===== src/hdl/round_blob_filter_nearest_center_defines.svh =====
`ifndef ROUND_BLOB_FILTER_NEAREST_CENTER_DEFINES_SVH
`define ROUND_BLOB_FILTER_NEAREST_CENTER_DEFINES_SVH

// same-cycle implication
`define RBFNC_ASSERT_IMP(lbl, clk, rstn, ante, cons) \
    lbl: assert property (@(posedge clk) disable iff (!rstn) (ante) |-> (cons)) \
        else $error("rbfnc: same-cycle check failed");

// next-cycle implication
`define RBFNC_ASSERT_NEXT(lbl, clk, rstn, ante, cons) \
    lbl: assert property (@(posedge clk) disable iff (!rstn) (ante) |=> (cons)) \
        else $error("rbfnc: next-cycle check failed");

`endif


===== src/hdl/rbfnc_pkg.sv =====
`default_nettype none

package rbfnc_pkg;

    localparam int COORD_BITS_DEF    = 12;
    localparam int DIST_LIMIT_SQ_DEF = 230400;

    localparam int CFG_DATA_W  = 24;
    localparam int CFG_IDX_W   = 3;
    localparam int COLOR_W     = 8;
    localparam int SIZE_W      = 24;
    localparam int EXT_W       = 12;
    localparam int OFF_W       = EXT_W - 1;
    localparam int OUT_COORD_W = 12;
    localparam int OUT_OFS_W   = 13;
    localparam int BOX_W       = 13;
    localparam int SUM_W       = 13;
    localparam int TOL_W       = 9;
    localparam int RECIP_W     = 13;
    localparam int RECIP_SHIFT = 16;
    localparam int PI_W        = 26;
    localparam int AREA_SHIFT  = 28;
    localparam int AREA_W      = 24;

    localparam logic [RECIP_W-1:0] TOL_RECIP = 13'd6554;
    localparam logic [PI_W-1:0]    PI_Q24    = 26'd52707178;

    localparam logic [COLOR_W-1:0] RST_TARGET_COLOR = 8'd255;
    localparam logic [SIZE_W-1:0]  RST_MIN_PIXELS   = 24'd20;
    localparam logic [SIZE_W-1:0]  RST_MAX_PIXELS   = 24'd20000;
    localparam logic [EXT_W-1:0]   RST_MIN_EXTENT   = 12'd5;
    localparam logic [EXT_W-1:0]   RST_MAX_EXTENT   = 12'd100;
    localparam logic [EXT_W-1:0]   RST_FRAME_WIDTH  = 12'd640;
    localparam logic [EXT_W-1:0]   RST_FRAME_HEIGHT = 12'd480;
    localparam logic [EXT_W-1:0]   RST_MASK_SIDE    = 12'd480;

    typedef enum logic [CFG_IDX_W-1:0] {
        REG_TARGET_COLOR = 3'd0,
        REG_MIN_PIXELS   = 3'd1,
        REG_MAX_PIXELS   = 3'd2,
        REG_MIN_EXTENT   = 3'd3,
        REG_MAX_EXTENT   = 3'd4,
        REG_FRAME_WIDTH  = 3'd5,
        REG_FRAME_HEIGHT = 3'd6,
        REG_MASK_SIDE    = 3'd7
    } t_reg_idx;

    typedef struct packed {
        logic load;
        logic check;
        logic square;
        logic area;
        logic dist_x;
        logic dist_y;
        logic decide;
        logic emit;
    } t_cmd;

    typedef struct packed {
        logic out_full;
    } t_sts;

endpackage

`default_nettype wire


===== src/hdl/rbfnc_ctrl.sv =====
`default_nettype none
`include "round_blob_filter_nearest_center_defines.svh"

module rbfnc_ctrl
    import rbfnc_pkg::*;
(
    input  wire logic i_clk,
    input  wire logic i_rst_n,
    input  wire logic i_in_valid,
    input  wire logic i_kind,
    input  wire logic i_out_stall,
    input  wire t_sts i_sts,
    output logic      o_in_stall,
    output t_cmd      o_cmd
);

    typedef enum logic [2:0] {
        S_IDLE,
        S_CHECK,
        S_SQUARE,
        S_AREA,
        S_DIST_X,
        S_DIST_Y,
        S_DECIDE
    } t_state;

    t_state r_state;
    t_state n_state;
    logic   stall;
    logic   accept;

    always_comb begin
        stall  = (r_state != S_IDLE) || (i_kind && i_sts.out_full && i_out_stall);
        accept = i_in_valid && !stall;

        o_cmd        = '0;
        o_cmd.load   = accept && !i_kind;
        o_cmd.emit   = accept && i_kind;
        o_cmd.check  = (r_state == S_CHECK);
        o_cmd.square = (r_state == S_SQUARE);
        o_cmd.area   = (r_state == S_AREA);
        o_cmd.dist_x = (r_state == S_DIST_X);
        o_cmd.dist_y = (r_state == S_DIST_Y);
        o_cmd.decide = (r_state == S_DECIDE);

        case (r_state)
            S_IDLE:   n_state = (accept && !i_kind) ? S_CHECK : S_IDLE;
            S_CHECK:  n_state = S_SQUARE;
            S_SQUARE: n_state = S_AREA;
            S_AREA:   n_state = S_DIST_X;
            S_DIST_X: n_state = S_DIST_Y;
            S_DIST_Y: n_state = S_DECIDE;
            S_DECIDE: n_state = S_IDLE;
            default:  n_state = S_IDLE;
        endcase
    end

    assign o_in_stall = stall;

    always_ff @(posedge i_clk) begin
        if (!i_rst_n) begin
            r_state <= S_IDLE;
        end else begin
            r_state <= n_state;
        end
    end

    `RBFNC_ASSERT_IMP(a_no_overwrite, i_clk, i_rst_n, o_cmd.emit, !(i_sts.out_full && i_out_stall))
    `RBFNC_ASSERT_NEXT(a_blob_starts, i_clk, i_rst_n, o_cmd.load, r_state == S_CHECK)
    `RBFNC_ASSERT_NEXT(a_decide_ends, i_clk, i_rst_n, r_state == S_DECIDE, r_state == S_IDLE)

endmodule

`default_nettype wire


===== src/hdl/rbfnc_dp.sv =====
`default_nettype none

module rbfnc_dp
    import rbfnc_pkg::*;
#(
    parameter int COORD_BITS    = COORD_BITS_DEF,
    parameter int DIST_LIMIT_SQ = DIST_LIMIT_SQ_DEF
) (
    input  wire logic                          i_clk,
    input  wire logic                          i_rst_n,
    input  wire t_cmd                          i_cmd,
    output t_sts                               o_sts,
    input  wire logic                          i_cfg_we,
    input  wire logic [CFG_IDX_W-1:0]          i_cfg_idx,
    input  wire logic [CFG_DATA_W-1:0]         i_cfg_data,
    input  wire logic [COLOR_W-1:0]            i_blob_color,
    input  wire logic [SIZE_W-1:0]             i_blob_size,
    input  wire logic [COORD_BITS-1:0]         i_box_left,
    input  wire logic [COORD_BITS-1:0]         i_box_right,
    input  wire logic [COORD_BITS-1:0]         i_box_top,
    input  wire logic [COORD_BITS-1:0]         i_box_bottom,
    input  wire logic [COORD_BITS-1:0]         i_centre_x,
    input  wire logic [COORD_BITS-1:0]         i_centre_y,
    input  wire logic                          i_out_stall,
    output logic                               o_out_valid,
    output logic                               o_found,
    output logic [OUT_COORD_W-1:0]             o_best_x,
    output logic [OUT_COORD_W-1:0]             o_best_y,
    output logic signed [OUT_OFS_W-1:0]        o_best_dx,
    output logic signed [OUT_OFS_W-1:0]        o_best_dy,
    output logic [SIZE_W-1:0]                  o_best_size,
    output logic [BOX_W-1:0]                   o_best_left,
    output logic [BOX_W-1:0]                   o_best_right,
    output logic [BOX_W-1:0]                   o_best_top,
    output logic [BOX_W-1:0]                   o_best_bottom
);

    localparam int CB  = COORD_BITS;
    localparam int EW  = (CB > EXT_W) ? CB : EXT_W;
    localparam int XW  = EW + 1;
    localparam int SQW = 2 * XW + 2;
    localparam int DW  = SQW + 1;
    localparam int BW  = $clog2(DIST_LIMIT_SQ + 1);
    localparam int TPW = EXT_W + RECIP_W;
    localparam int APW = PI_W + 2 * SUM_W;

    // configuration
    logic [COLOR_W-1:0] r_target_color;
    logic [SIZE_W-1:0]  r_min_px;
    logic [SIZE_W-1:0]  r_max_px;
    logic [EXT_W-1:0]   r_min_ext;
    logic [EXT_W-1:0]   r_max_ext;
    logic [EXT_W-1:0]   r_fw;
    logic [EXT_W-1:0]   r_fh;
    logic [EXT_W-1:0]   r_mask;

    // derived from configuration
    logic [TOL_W-1:0]   r_tol;
    logic [OFF_W-1:0]   r_offx;
    logic [OFF_W-1:0]   r_offy;
    logic [OFF_W-1:0]   r_halfw;
    logic [OFF_W-1:0]   r_halfh;

    // current word
    logic [COLOR_W-1:0] r_color;
    logic [SIZE_W-1:0]  r_size;
    logic [CB-1:0]      r_left;
    logic [CB-1:0]      r_right;
    logic [CB-1:0]      r_top;
    logic [CB-1:0]      r_bottom;
    logic [CB-1:0]      r_cx;
    logic [CB-1:0]      r_cy;

    // working registers
    logic               r_pass;
    logic [SUM_W-1:0]   r_s;
    logic [2*SUM_W-1:0] r_sq;
    logic [AREA_W-1:0]  r_area;
    logic [XW-1:0]      r_x;
    logic [XW-1:0]      r_y;
    logic signed [XW:0] r_dx;
    logic signed [XW:0] r_dy;
    logic [SQW-1:0]     r_dx2;
    logic [SQW-1:0]     r_dy2;
    logic [BOX_W-1:0]   r_bl;
    logic [BOX_W-1:0]   r_br;
    logic [BOX_W-1:0]   r_bt;
    logic [BOX_W-1:0]   r_bb;

    // kept blob
    logic               r_have;
    logic [BW-1:0]      r_best;
    logic [SIZE_W-1:0]  r_k_size;
    logic [OUT_COORD_W-1:0] r_k_x;
    logic [OUT_COORD_W-1:0] r_k_y;
    logic [OUT_OFS_W-1:0]   r_k_dx;
    logic [OUT_OFS_W-1:0]   r_k_dy;
    logic [BOX_W-1:0]   r_k_l;
    logic [BOX_W-1:0]   r_k_r;
    logic [BOX_W-1:0]   r_k_t;
    logic [BOX_W-1:0]   r_k_b;

    // result word
    logic               r_out_valid;
    logic               r_o_found;
    logic [OUT_COORD_W-1:0] r_o_x;
    logic [OUT_COORD_W-1:0] r_o_y;
    logic [OUT_OFS_W-1:0]   r_o_dx;
    logic [OUT_OFS_W-1:0]   r_o_dy;
    logic [SIZE_W-1:0]  r_o_size;
    logic [BOX_W-1:0]   r_o_l;
    logic [BOX_W-1:0]   r_o_r;
    logic [BOX_W-1:0]   r_o_t;
    logic [BOX_W-1:0]   r_o_b;

    // combinational
    logic [EXT_W:0]     ext_sum;
    logic [TPW-1:0]     tol_prod;
    logic [EXT_W-1:0]   m1;
    logic [EXT_W-1:0]   m_clamp;
    logic [EXT_W-1:0]   gap_x;
    logic [EXT_W-1:0]   gap_y;
    logic signed [CB:0] w_c;
    logic signed [CB:0] h_c;
    logic [CB-1:0]      w_mag;
    logic [CB-1:0]      h_mag;
    logic               w_ok;
    logic               h_ok;
    logic signed [CB+1:0] wd_c;
    logic [CB+1:0]      absd;
    logic               pass_c;
    logic [CB:0]        s_full;
    logic [XW-1:0]      x_c;
    logic [XW-1:0]      y_c;
    logic [XW-1:0]      bl_c;
    logic [XW-1:0]      br_c;
    logic [XW-1:0]      bt_c;
    logic [XW-1:0]      bb_c;
    logic signed [XW:0] dx_c;
    logic signed [XW:0] dy_c;
    logic [APW-1:0]     area_prod;
    logic [AREA_W-1:0]  area_diff;
    logic signed [SQW-1:0] dx2_c;
    logic signed [SQW-1:0] dy2_c;
    logic [DW-1:0]      d_c;
    logic               better;

    always_comb begin
        ext_sum  = {1'b0, r_max_ext} + {1'b0, r_min_ext};
        tol_prod = TPW'(ext_sum[EXT_W:1]) * TPW'(TOL_RECIP);
        m1       = (r_mask > r_fw) ? r_fw : r_mask;
        m_clamp  = (m1 > r_fh) ? r_fh : m1;
        gap_x    = r_fw - m_clamp;
        gap_y    = r_fh - m_clamp;

        w_c   = signed'({1'b0, r_right}) - signed'({1'b0, r_left});
        h_c   = signed'({1'b0, r_bottom}) - signed'({1'b0, r_top});
        w_mag = w_c[CB-1:0];
        h_mag = h_c[CB-1:0];
        w_ok  = !w_c[CB] && (EW'(w_mag) >= EW'(r_min_ext)) && (EW'(w_mag) <= EW'(r_max_ext));
        h_ok  = !h_c[CB] && (EW'(h_mag) >= EW'(r_min_ext)) && (EW'(h_mag) <= EW'(r_max_ext));
        wd_c  = (CB+2)'(w_c) - (CB+2)'(h_c);
        absd  = wd_c[CB+1] ? unsigned'(-wd_c) : unsigned'(wd_c);
        pass_c = (r_color == r_target_color) && (r_size >= r_min_px) &&
                 (r_size <= r_max_px) && w_ok && h_ok && (absd <= (CB+2)'(r_tol));
        s_full = {1'b0, w_mag} + {1'b0, h_mag};

        x_c  = XW'(r_cx) + XW'(r_offx);
        y_c  = XW'(r_cy) + XW'(r_offy);
        bl_c = XW'(r_left) + XW'(r_offx);
        br_c = XW'(r_right) + XW'(r_offx);
        bt_c = XW'(r_top) + XW'(r_offy);
        bb_c = XW'(r_bottom) + XW'(r_offy);
        dx_c = signed'({1'b0, x_c}) - signed'((XW+1)'(r_halfw));
        dy_c = signed'({1'b0, y_c}) - signed'((XW+1)'(r_halfh));

        area_prod = APW'(PI_Q24) * APW'(r_sq);
        area_diff = (r_area >= r_size) ? (r_area - r_size) : (r_size - r_area);

        dx2_c = r_dx * r_dx;
        dy2_c = r_dy * r_dy;

        d_c    = DW'(r_dx2) + DW'(r_dy2);
        better = r_pass && ((d_c < DW'(r_best)) ||
                 (r_have && (d_c == DW'(r_best)) && (r_size > r_k_size)));
    end

    // control and configuration
    always_ff @(posedge i_clk) begin
        if (!i_rst_n) begin
            r_target_color <= RST_TARGET_COLOR;
            r_min_px       <= RST_MIN_PIXELS;
            r_max_px       <= RST_MAX_PIXELS;
            r_min_ext      <= RST_MIN_EXTENT;
            r_max_ext      <= RST_MAX_EXTENT;
            r_fw           <= RST_FRAME_WIDTH;
            r_fh           <= RST_FRAME_HEIGHT;
            r_mask         <= RST_MASK_SIDE;
            r_have         <= 1'b0;
            r_best         <= BW'(DIST_LIMIT_SQ);
            r_out_valid    <= 1'b0;
        end else begin
            if (i_cfg_we) begin
                case (t_reg_idx'(i_cfg_idx))
                    REG_TARGET_COLOR: r_target_color <= i_cfg_data[COLOR_W-1:0];
                    REG_MIN_PIXELS:   r_min_px       <= i_cfg_data[SIZE_W-1:0];
                    REG_MAX_PIXELS:   r_max_px       <= i_cfg_data[SIZE_W-1:0];
                    REG_MIN_EXTENT:   r_min_ext      <= i_cfg_data[EXT_W-1:0];
                    REG_MAX_EXTENT:   r_max_ext      <= i_cfg_data[EXT_W-1:0];
                    REG_FRAME_WIDTH:  r_fw           <= i_cfg_data[EXT_W-1:0];
                    REG_FRAME_HEIGHT: r_fh           <= i_cfg_data[EXT_W-1:0];
                    REG_MASK_SIDE:    r_mask         <= i_cfg_data[EXT_W-1:0];
                    default: ;
                endcase
            end
            if (i_cmd.emit) begin
                r_have <= 1'b0;
                r_best <= BW'(DIST_LIMIT_SQ);
            end else if (i_cmd.decide && better) begin
                r_have <= 1'b1;
                r_best <= d_c[BW-1:0];
            end
            if (i_cmd.emit) begin
                r_out_valid <= 1'b1;
            end else if (!i_out_stall) begin
                r_out_valid <= 1'b0;
            end
        end
    end

    // datapath
    always_ff @(posedge i_clk) begin
        r_tol   <= tol_prod[RECIP_SHIFT +: TOL_W];
        r_offx  <= gap_x[EXT_W-1:1];
        r_offy  <= gap_y[EXT_W-1:1];
        r_halfw <= r_fw[EXT_W-1:1];
        r_halfh <= r_fh[EXT_W-1:1];

        if (i_cmd.load) begin
            r_color  <= i_blob_color;
            r_size   <= i_blob_size;
            r_left   <= i_box_left;
            r_right  <= i_box_right;
            r_top    <= i_box_top;
            r_bottom <= i_box_bottom;
            r_cx     <= i_centre_x;
            r_cy     <= i_centre_y;
        end
        if (i_cmd.check) begin
            r_pass <= pass_c;
            r_s    <= SUM_W'(s_full);
            r_x    <= x_c;
            r_y    <= y_c;
            r_dx   <= dx_c;
            r_dy   <= dy_c;
            r_bl   <= bl_c[BOX_W-1:0];
            r_br   <= br_c[BOX_W-1:0];
            r_bt   <= bt_c[BOX_W-1:0];
            r_bb   <= bb_c[BOX_W-1:0];
        end
        if (i_cmd.square) begin
            r_sq <= r_s * r_s;
        end
        if (i_cmd.area) begin
            r_area <= area_prod[AREA_SHIFT +: AREA_W];
        end
        if (i_cmd.dist_x) begin
            r_dx2  <= unsigned'(dx2_c);
            r_pass <= r_pass && (area_diff <= {2'b00, r_area[AREA_W-1:2]});
        end
        if (i_cmd.dist_y) begin
            r_dy2 <= unsigned'(dy2_c);
        end
        if (i_cmd.decide && better) begin
            r_k_size <= r_size;
            r_k_x    <= r_x[OUT_COORD_W-1:0];
            r_k_y    <= r_y[OUT_COORD_W-1:0];
            r_k_dx   <= r_dx[OUT_OFS_W-1:0];
            r_k_dy   <= r_dy[OUT_OFS_W-1:0];
            r_k_l    <= r_bl;
            r_k_r    <= r_br;
            r_k_t    <= r_bt;
            r_k_b    <= r_bb;
        end
        if (i_cmd.emit) begin
            r_o_found <= r_have;
            r_o_x     <= r_have ? r_k_x : '0;
            r_o_y     <= r_have ? r_k_y : '0;
            r_o_dx    <= r_have ? r_k_dx : '0;
            r_o_dy    <= r_have ? r_k_dy : '0;
            r_o_size  <= r_have ? r_k_size : '0;
            r_o_l     <= r_have ? r_k_l : '0;
            r_o_r     <= r_have ? r_k_r : '0;
            r_o_t     <= r_have ? r_k_t : '0;
            r_o_b     <= r_have ? r_k_b : '0;
        end
    end

    assign o_sts.out_full = r_out_valid;
    assign o_out_valid    = r_out_valid;
    assign o_found        = r_o_found;
    assign o_best_x       = r_o_x;
    assign o_best_y       = r_o_y;
    assign o_best_dx      = signed'(r_o_dx);
    assign o_best_dy      = signed'(r_o_dy);
    assign o_best_size    = r_o_size;
    assign o_best_left    = r_o_l;
    assign o_best_right   = r_o_r;
    assign o_best_top     = r_o_t;
    assign o_best_bottom  = r_o_b;

endmodule

`default_nettype wire


===== src/hdl/round_blob_filter_nearest_center.sv =====
// Channel  Word                    Handshake
// in       blob or end of frame    i_in_valid / o_in_stall
// out      kept blob of the frame  o_out_valid / i_out_stall
// cfg      register write          i_cfg_we, i_cfg_idx, i_cfg_data
//
// A blob word is accepted, then runs six steps through the shared datapath (checks, sum
// square, circle area, dx square, dy square, compare), each square and the area with its
// own multiplier. An end-of-frame word loads the result register; it is held off while a
// blob is in progress or an earlier result is stalled. Blob words pass a stalled result.
// Reset is synchronous: registers return to their reset values, the kept blob is dropped.
`default_nettype none

module round_blob_filter_nearest_center
    import rbfnc_pkg::*;
#(
    parameter int COORD_BITS    = COORD_BITS_DEF,
    parameter int DIST_LIMIT_SQ = DIST_LIMIT_SQ_DEF
) (
    input  wire logic                   i_clk,
    input  wire logic                   i_rst_n,
    input  wire logic                   i_cfg_we,
    input  wire logic [CFG_IDX_W-1:0]   i_cfg_idx,
    input  wire logic [CFG_DATA_W-1:0]  i_cfg_data,
    input  wire logic                   i_in_valid,
    output logic                        o_in_stall,
    input  wire logic                   i_kind,
    input  wire logic [COLOR_W-1:0]     i_blob_color,
    input  wire logic [SIZE_W-1:0]      i_blob_size,
    input  wire logic [COORD_BITS-1:0]  i_box_left,
    input  wire logic [COORD_BITS-1:0]  i_box_right,
    input  wire logic [COORD_BITS-1:0]  i_box_top,
    input  wire logic [COORD_BITS-1:0]  i_box_bottom,
    input  wire logic [COORD_BITS-1:0]  i_centre_x,
    input  wire logic [COORD_BITS-1:0]  i_centre_y,
    output logic                        o_out_valid,
    input  wire logic                   i_out_stall,
    output logic                        o_found,
    output logic [OUT_COORD_W-1:0]      o_best_x,
    output logic [OUT_COORD_W-1:0]      o_best_y,
    output logic signed [OUT_OFS_W-1:0] o_best_dx,
    output logic signed [OUT_OFS_W-1:0] o_best_dy,
    output logic [SIZE_W-1:0]           o_best_size,
    output logic [BOX_W-1:0]            o_best_left,
    output logic [BOX_W-1:0]            o_best_right,
    output logic [BOX_W-1:0]            o_best_top,
    output logic [BOX_W-1:0]            o_best_bottom
);

    t_cmd cmd;
    t_sts sts;

    rbfnc_ctrl u_ctrl (
        .i_clk       (i_clk),
        .i_rst_n     (i_rst_n),
        .i_in_valid  (i_in_valid),
        .i_kind      (i_kind),
        .i_out_stall (i_out_stall),
        .i_sts       (sts),
        .o_in_stall  (o_in_stall),
        .o_cmd       (cmd)
    );

    rbfnc_dp #(
        .COORD_BITS    (COORD_BITS),
        .DIST_LIMIT_SQ (DIST_LIMIT_SQ)
    ) u_dp (
        .i_clk         (i_clk),
        .i_rst_n       (i_rst_n),
        .i_cmd         (cmd),
        .o_sts         (sts),
        .i_cfg_we      (i_cfg_we),
        .i_cfg_idx     (i_cfg_idx),
        .i_cfg_data    (i_cfg_data),
        .i_blob_color  (i_blob_color),
        .i_blob_size   (i_blob_size),
        .i_box_left    (i_box_left),
        .i_box_right   (i_box_right),
        .i_box_top     (i_box_top),
        .i_box_bottom  (i_box_bottom),
        .i_centre_x    (i_centre_x),
        .i_centre_y    (i_centre_y),
        .i_out_stall   (i_out_stall),
        .o_out_valid   (o_out_valid),
        .o_found       (o_found),
        .o_best_x      (o_best_x),
        .o_best_y      (o_best_y),
        .o_best_dx     (o_best_dx),
        .o_best_dy     (o_best_dy),
        .o_best_size   (o_best_size),
        .o_best_left   (o_best_left),
        .o_best_right  (o_best_right),
        .o_best_top    (o_best_top),
        .o_best_bottom (o_best_bottom)
    );

endmodule

`default_nettype wire

===== config.mk =====
export PLATFORM = sky130hd
export DESIGN_NAME = round_blob_filter_nearest_center
export DESIGN_NICKNAME = d
export VERILOG_FILES = /design/src/hdl/rbfnc_pkg.sv /design/src/hdl/rbfnc_ctrl.sv /design/src/hdl/rbfnc_dp.sv /design/src/hdl/round_blob_filter_nearest_center.sv
export VERILOG_INCLUDE_DIRS = /design/src /design/src/hdl
export SDC_FILE = /design/constraint.sdc
export NUM_CORES = 2
export LEC_CHECK = 0
export ABC_AREA = 0
export BUFFER_PORTS_ARGS = -buffer_cell sky130_fd_sc_hd__buf_4
export CAP_MARGIN = 25
export CORE_MARGIN = 2
export CORE_UTILIZATION = 40
export CTS_CLUSTER_DIAMETER = 60
export DETAILED_ROUTE_END_ITERATION = 16
export HOLD_SLACK_MARGIN = 0.03
export PLACE_DENSITY_LB_ADDON = 0.1
export RECOVER_POWER = 50
export REMOVE_ABC_BUFFERS = 1
export SLEW_MARGIN = 25
export SYNTH_ARGS = -nofsm -noshare
export SYNTH_HDL_FRONTEND = slang
export SYNTH_SLANG_ARGS = --single-unit

===== constraint.sdc =====
create_clock -name i_clk -period 6.4 [get_ports i_clk]
set_input_delay 0.32 -clock i_clk [delete_from_list [all_inputs] [get_ports i_clk]]
set_output_delay 0.32 -clock i_clk [all_outputs]
set_load 0.02 [all_outputs]

==> metrics.log <==
[metrics] total of max-cap violations: 7
[metrics] number of warnings issued by yosys: 0
[metrics] Top Registers: u_dp.r_dx2 x27, u_dp.r_dy2 x27, u_dp.r_sq x25
[metrics] total clock buffers created by CTS: about 100
[metrics] clock-pin transition on the worst setup and hold timing paths: roughly 60 ps
[metrics] class of the most critical hold timing path: input port to flop
[metrics] count of flip-flops with a built-in enable after synthesis: slightly below 600
[metrics] setup repair after global routing missed its margin: yes
[metrics] count of nets after finishing: ~9.4k
[metrics] final worst path period share: 1.04
[metrics] Placement Rows: 153
[metrics] Startpoint Class: flop
[metrics] crit path capture type: flop
[metrics] Worst Skew: 28.0 ps
[metrics] minimum clock period after layout: ~6700 ps
[metrics] required arrival time at the worst endpoint: approximately 6900 ps
[metrics] IO Port Bufs: approximately 270
[metrics] netlist area before placement: 0.0700 mm^2
[metrics] slew at the pin with the worst max-slew slack: between 3000 and 4000 ps
[metrics] Mapped Avg Cell Area: approximately 10 um^2
[metrics] share of final-layout standard cells stronger than drive strength 1: 0.119
[metrics] die area: roughly 0.18 mm^2
[metrics] TritonCTS Sinks: 770
[metrics] critical-path cell with the highest stage delay: fa_2
[metrics] wire per inst: 18.5 um
[metrics] total via count after detailed routing: about 48k
[metrics] cell repeated most along the worst path: fa_1
[metrics] I/O pin count: approximately 270
[metrics] remaining design rule violation count: 0
[metrics] Primary FF master, synth: edfxtp_1
[metrics] total number of H-tree levels: 3
[metrics] starting density of the core: 0.403
[metrics] maximum number of pins on one net before global-route repair: between 100 and 150
[metrics] most common cell after layout, fill and taps aside: inv_1
[metrics] ordered list of cells on the worst path: buf_4 -> buf_4 -> fa_2 -> fa_1 -> fa_1 -> ha_1 -> fa_1 -> fa_1 -> inv_1 -> fa_1 -> inv_1 -> ha_1 -> a21o_1 -> a21oi_1 -> o21ai_0 -> a21oi_2 -> a211o_4 -> a21oi_4 -> nor2_4 -> o31ai_4 -> a21o_1 -> o41a_1 -> xnor2_1
[metrics] Post-Syn Instances: between 6k and 7k
[metrics] flip-flop and latch count after synthesis: 770
[metrics] maximum fanout along the worst path: 4
[metrics] count of nets left with antenna violations after detail routing: 0
[metrics] clk_lat worst skew: about 730 ps
[metrics] Seq/Total Area, Yosys: 0.303
[metrics] Core ar.: between 0.15 and 0.2 mm^2
[metrics] area grow syn2layout: 18.6%
[metrics] first drt pass iteration count: 5
[metrics] Cell variety after synth: between 90 and 100
[metrics] via count normalized by instance count: just under 5
[metrics] total detailed-routing wirelength: ~180000 um
[metrics] HPWL after detailed placement: roughly 150000 um
[metrics] Max Transition Viols Final: approximately 290
[metrics] arrival time reported for the critical path endpoint: around 7100 ps
[metrics] failing checks: max-capacitance violations, max-slew violations, negative setup slack
[metrics] chip width: about 420 um
[metrics] result of the run: finished, violations left
[metrics] number of buffers between clock root and the deepest sink: 3
[metrics] wire length of the first global-routing pass: ~290000 um
[metrics] area used by sequential logic in the layout: between 0.02 and 0.025 mm^2
[metrics] share of flip-flops with an asynchronous set or reset: 0
[metrics] vias in the first global route: ~51k
[metrics] worst-case headroom to the max-slew limit: -1.05
[metrics] final setup violation count: 15
[metrics] final number of hold-violating endpoints: 0
[metrics] type of the setup path with the least slack: flop to flop
[metrics] Worst Hold Slack: about 130 ps
[metrics] DRC marker count from the first detailed-route iteration: between 2k and 2.5k
[metrics] CTS tree: yes
[metrics] commonest non-fill, non-tap cells in the layout: inv_1 (1375), ha_1 (931), fa_1 (726), edfxtp_1 (578), nand2_1 (489)
[metrics] combined global-route utilization of all metal layers: 0.210
[metrics] Die H: about 420 um
[metrics] worst stage delay on the critical path: 610 ps
[metrics] setup ws final: -257 ps
[metrics] Final Wtd Congestion: 0.886
[metrics] total of fill cells in the finished design: 16.5k
[metrics] area of combinational cells with multiple inputs: about 0.044 mm^2
[metrics] root buffer selected by CTS: clkbuf_16
[metrics] antenna violations before repair: 11
[metrics] overflow left after global routing: 0
[metrics] Fmax: 0.150 GHz
worst max-delay path: cells and delay by family, from the launching register on:
| kind | cells | cell delay (ps) |
|---|---|---|
| xor gates and xnor gates | 1 | 140 |
| AOI/OAI and AO/OA | 9 | 1630 |
| DFF | 1 | 500 |
| buffers and inverters | 4 | 420 |
| and+or+nand+nor | 1 | 170 |
| adders and majority gates | 8 | 3550 |
kinds of logic (layout without fill, tap and decap cells):
group / Yosys count / in the layout / share of synthesized area
AOI/OAI and AO/OA: 944 / 944 / 0.0893
adders and majority gates: 1689 / 1689 / 0.381
DFF: 770 / 770 / 0.303
other: 1 / 5 / 0.0000536
muxes: 69 / 69 / 0.0102
xor gates and xnor gates: 310 / 310 / 0.0388
buffers and inverters: 1527 / 2477 / 0.0830
and+or+nand+nor: 1385 / 1385 / 0.0952
area by class of cell:
cell class                 count  share of cell area
inverter                    1398              0.0632
antenna                        2           0.0000603
timing repair buffer         881              0.0751
sequential                   770               0.255
multi-input combinational   4400               0.528
tap                         2325              0.0350
clock inverter                76              0.0107
clock buffer                 122              0.0330
metal layers:
| metal | share of wire | GRT usage |
|---|---|---|
| met1 | 0.44 | 0.272 |
| met2 | 0.51 | 0.372 |
| met3 | 0.028 | 0.0215 |
| met4 | 0.025 | 0.0530 |
| met5 | 0 | 0 |
metrics by stage:
step / instances / util / worst slack, ps / TNS [ps] / cell area, um^2
after floorplan: 6568 / - / -325 / -41040 / 69500
after global placement: 9583 / 0.447 / -463 / -4150 / 77700
after detailed placement: 9584 / 0.447 / -483 / -4280 / 77700
after CTS: 9933 / 0.478 / -197 / -1020 / 83000
after global routing: 9973 / 0.478 / -459 / -8220 / 83000
final: 9974 / 0.478 / -257 / -2090 / 83000
cells in the mapped netlist, types with 6 or more instances:
master    count  area share
a211o_1       6     0.00075
a211oi_1     26      0.0028
a21boi_0    110       0.012
a21o_1      137       0.015
a21oi_1     259       0.019
a221oi_1      7     0.00088
a31oi_1      10     0.00089
a41o_1        6     0.00086
and2_1      260       0.023
and3_1       26      0.0023
and4_1        8      0.0010
buf_2         8     0.00057
buf_4         6     0.00064
clkbuf_1    104      0.0056
dfxtp_1     192       0.055
edfxtp_1    578        0.25
fa_1        736        0.21
ha_1        953        0.17
inv_1      1398       0.075
mux2_2       21      0.0034
mux2i_1      48      0.0069
nand2_1     493       0.026
nand2b_1     51      0.0046
nand3_1      59      0.0042
nand4_1      43      0.0038
nor2_1      280       0.015
nor2b_1      65      0.0058
nor3_1       57      0.0041
nor3b_1       8     0.00086
nor4_1        6     0.00054
o211ai_1     30      0.0032
o21a_1       42      0.0045
o21ai_0     155       0.011
o21ai_1      13     0.00093
o21bai_1     48      0.0051
o221ai_1      6     0.00075
o31a_1        6     0.00075
o31ai_1      10      0.0011
o41ai_1       8      0.0010
or2_2         9     0.00080
or3_1         6     0.00054
xnor2_1     209       0.026
xor2_1      101       0.013
path summary, 6_finish.rpt:
kind / slack, ps / startpoint / cells past startpoint / endpoint
min reg2reg: 400 / u_dp.r_fh[5] / 0 / u_dp.r_halfh[4]
max reg2reg: -260 / u_dp.r_sq[15] / 23 / u_dp.r_area[23]
min: 130 / i_cfg_idx[0] / 4 / u_dp.r_target_color[3]
max: -260 / u_dp.r_sq[15] / 23 / u_dp.r_area[23]
what timing repair did:
action                     CTS  global route
gates resized for setup     53           146
hold buffers               132             2
setup endpoints to repair   21            43
buffers inserted            19            37
gates cloned                 0             0
pin swaps                   31            86
hold endpoints to repair   224             1
Power is left out: the tool's default activity adds up to more than one toggle a clock period on the data nets, which glitch-free logic cannot reach.
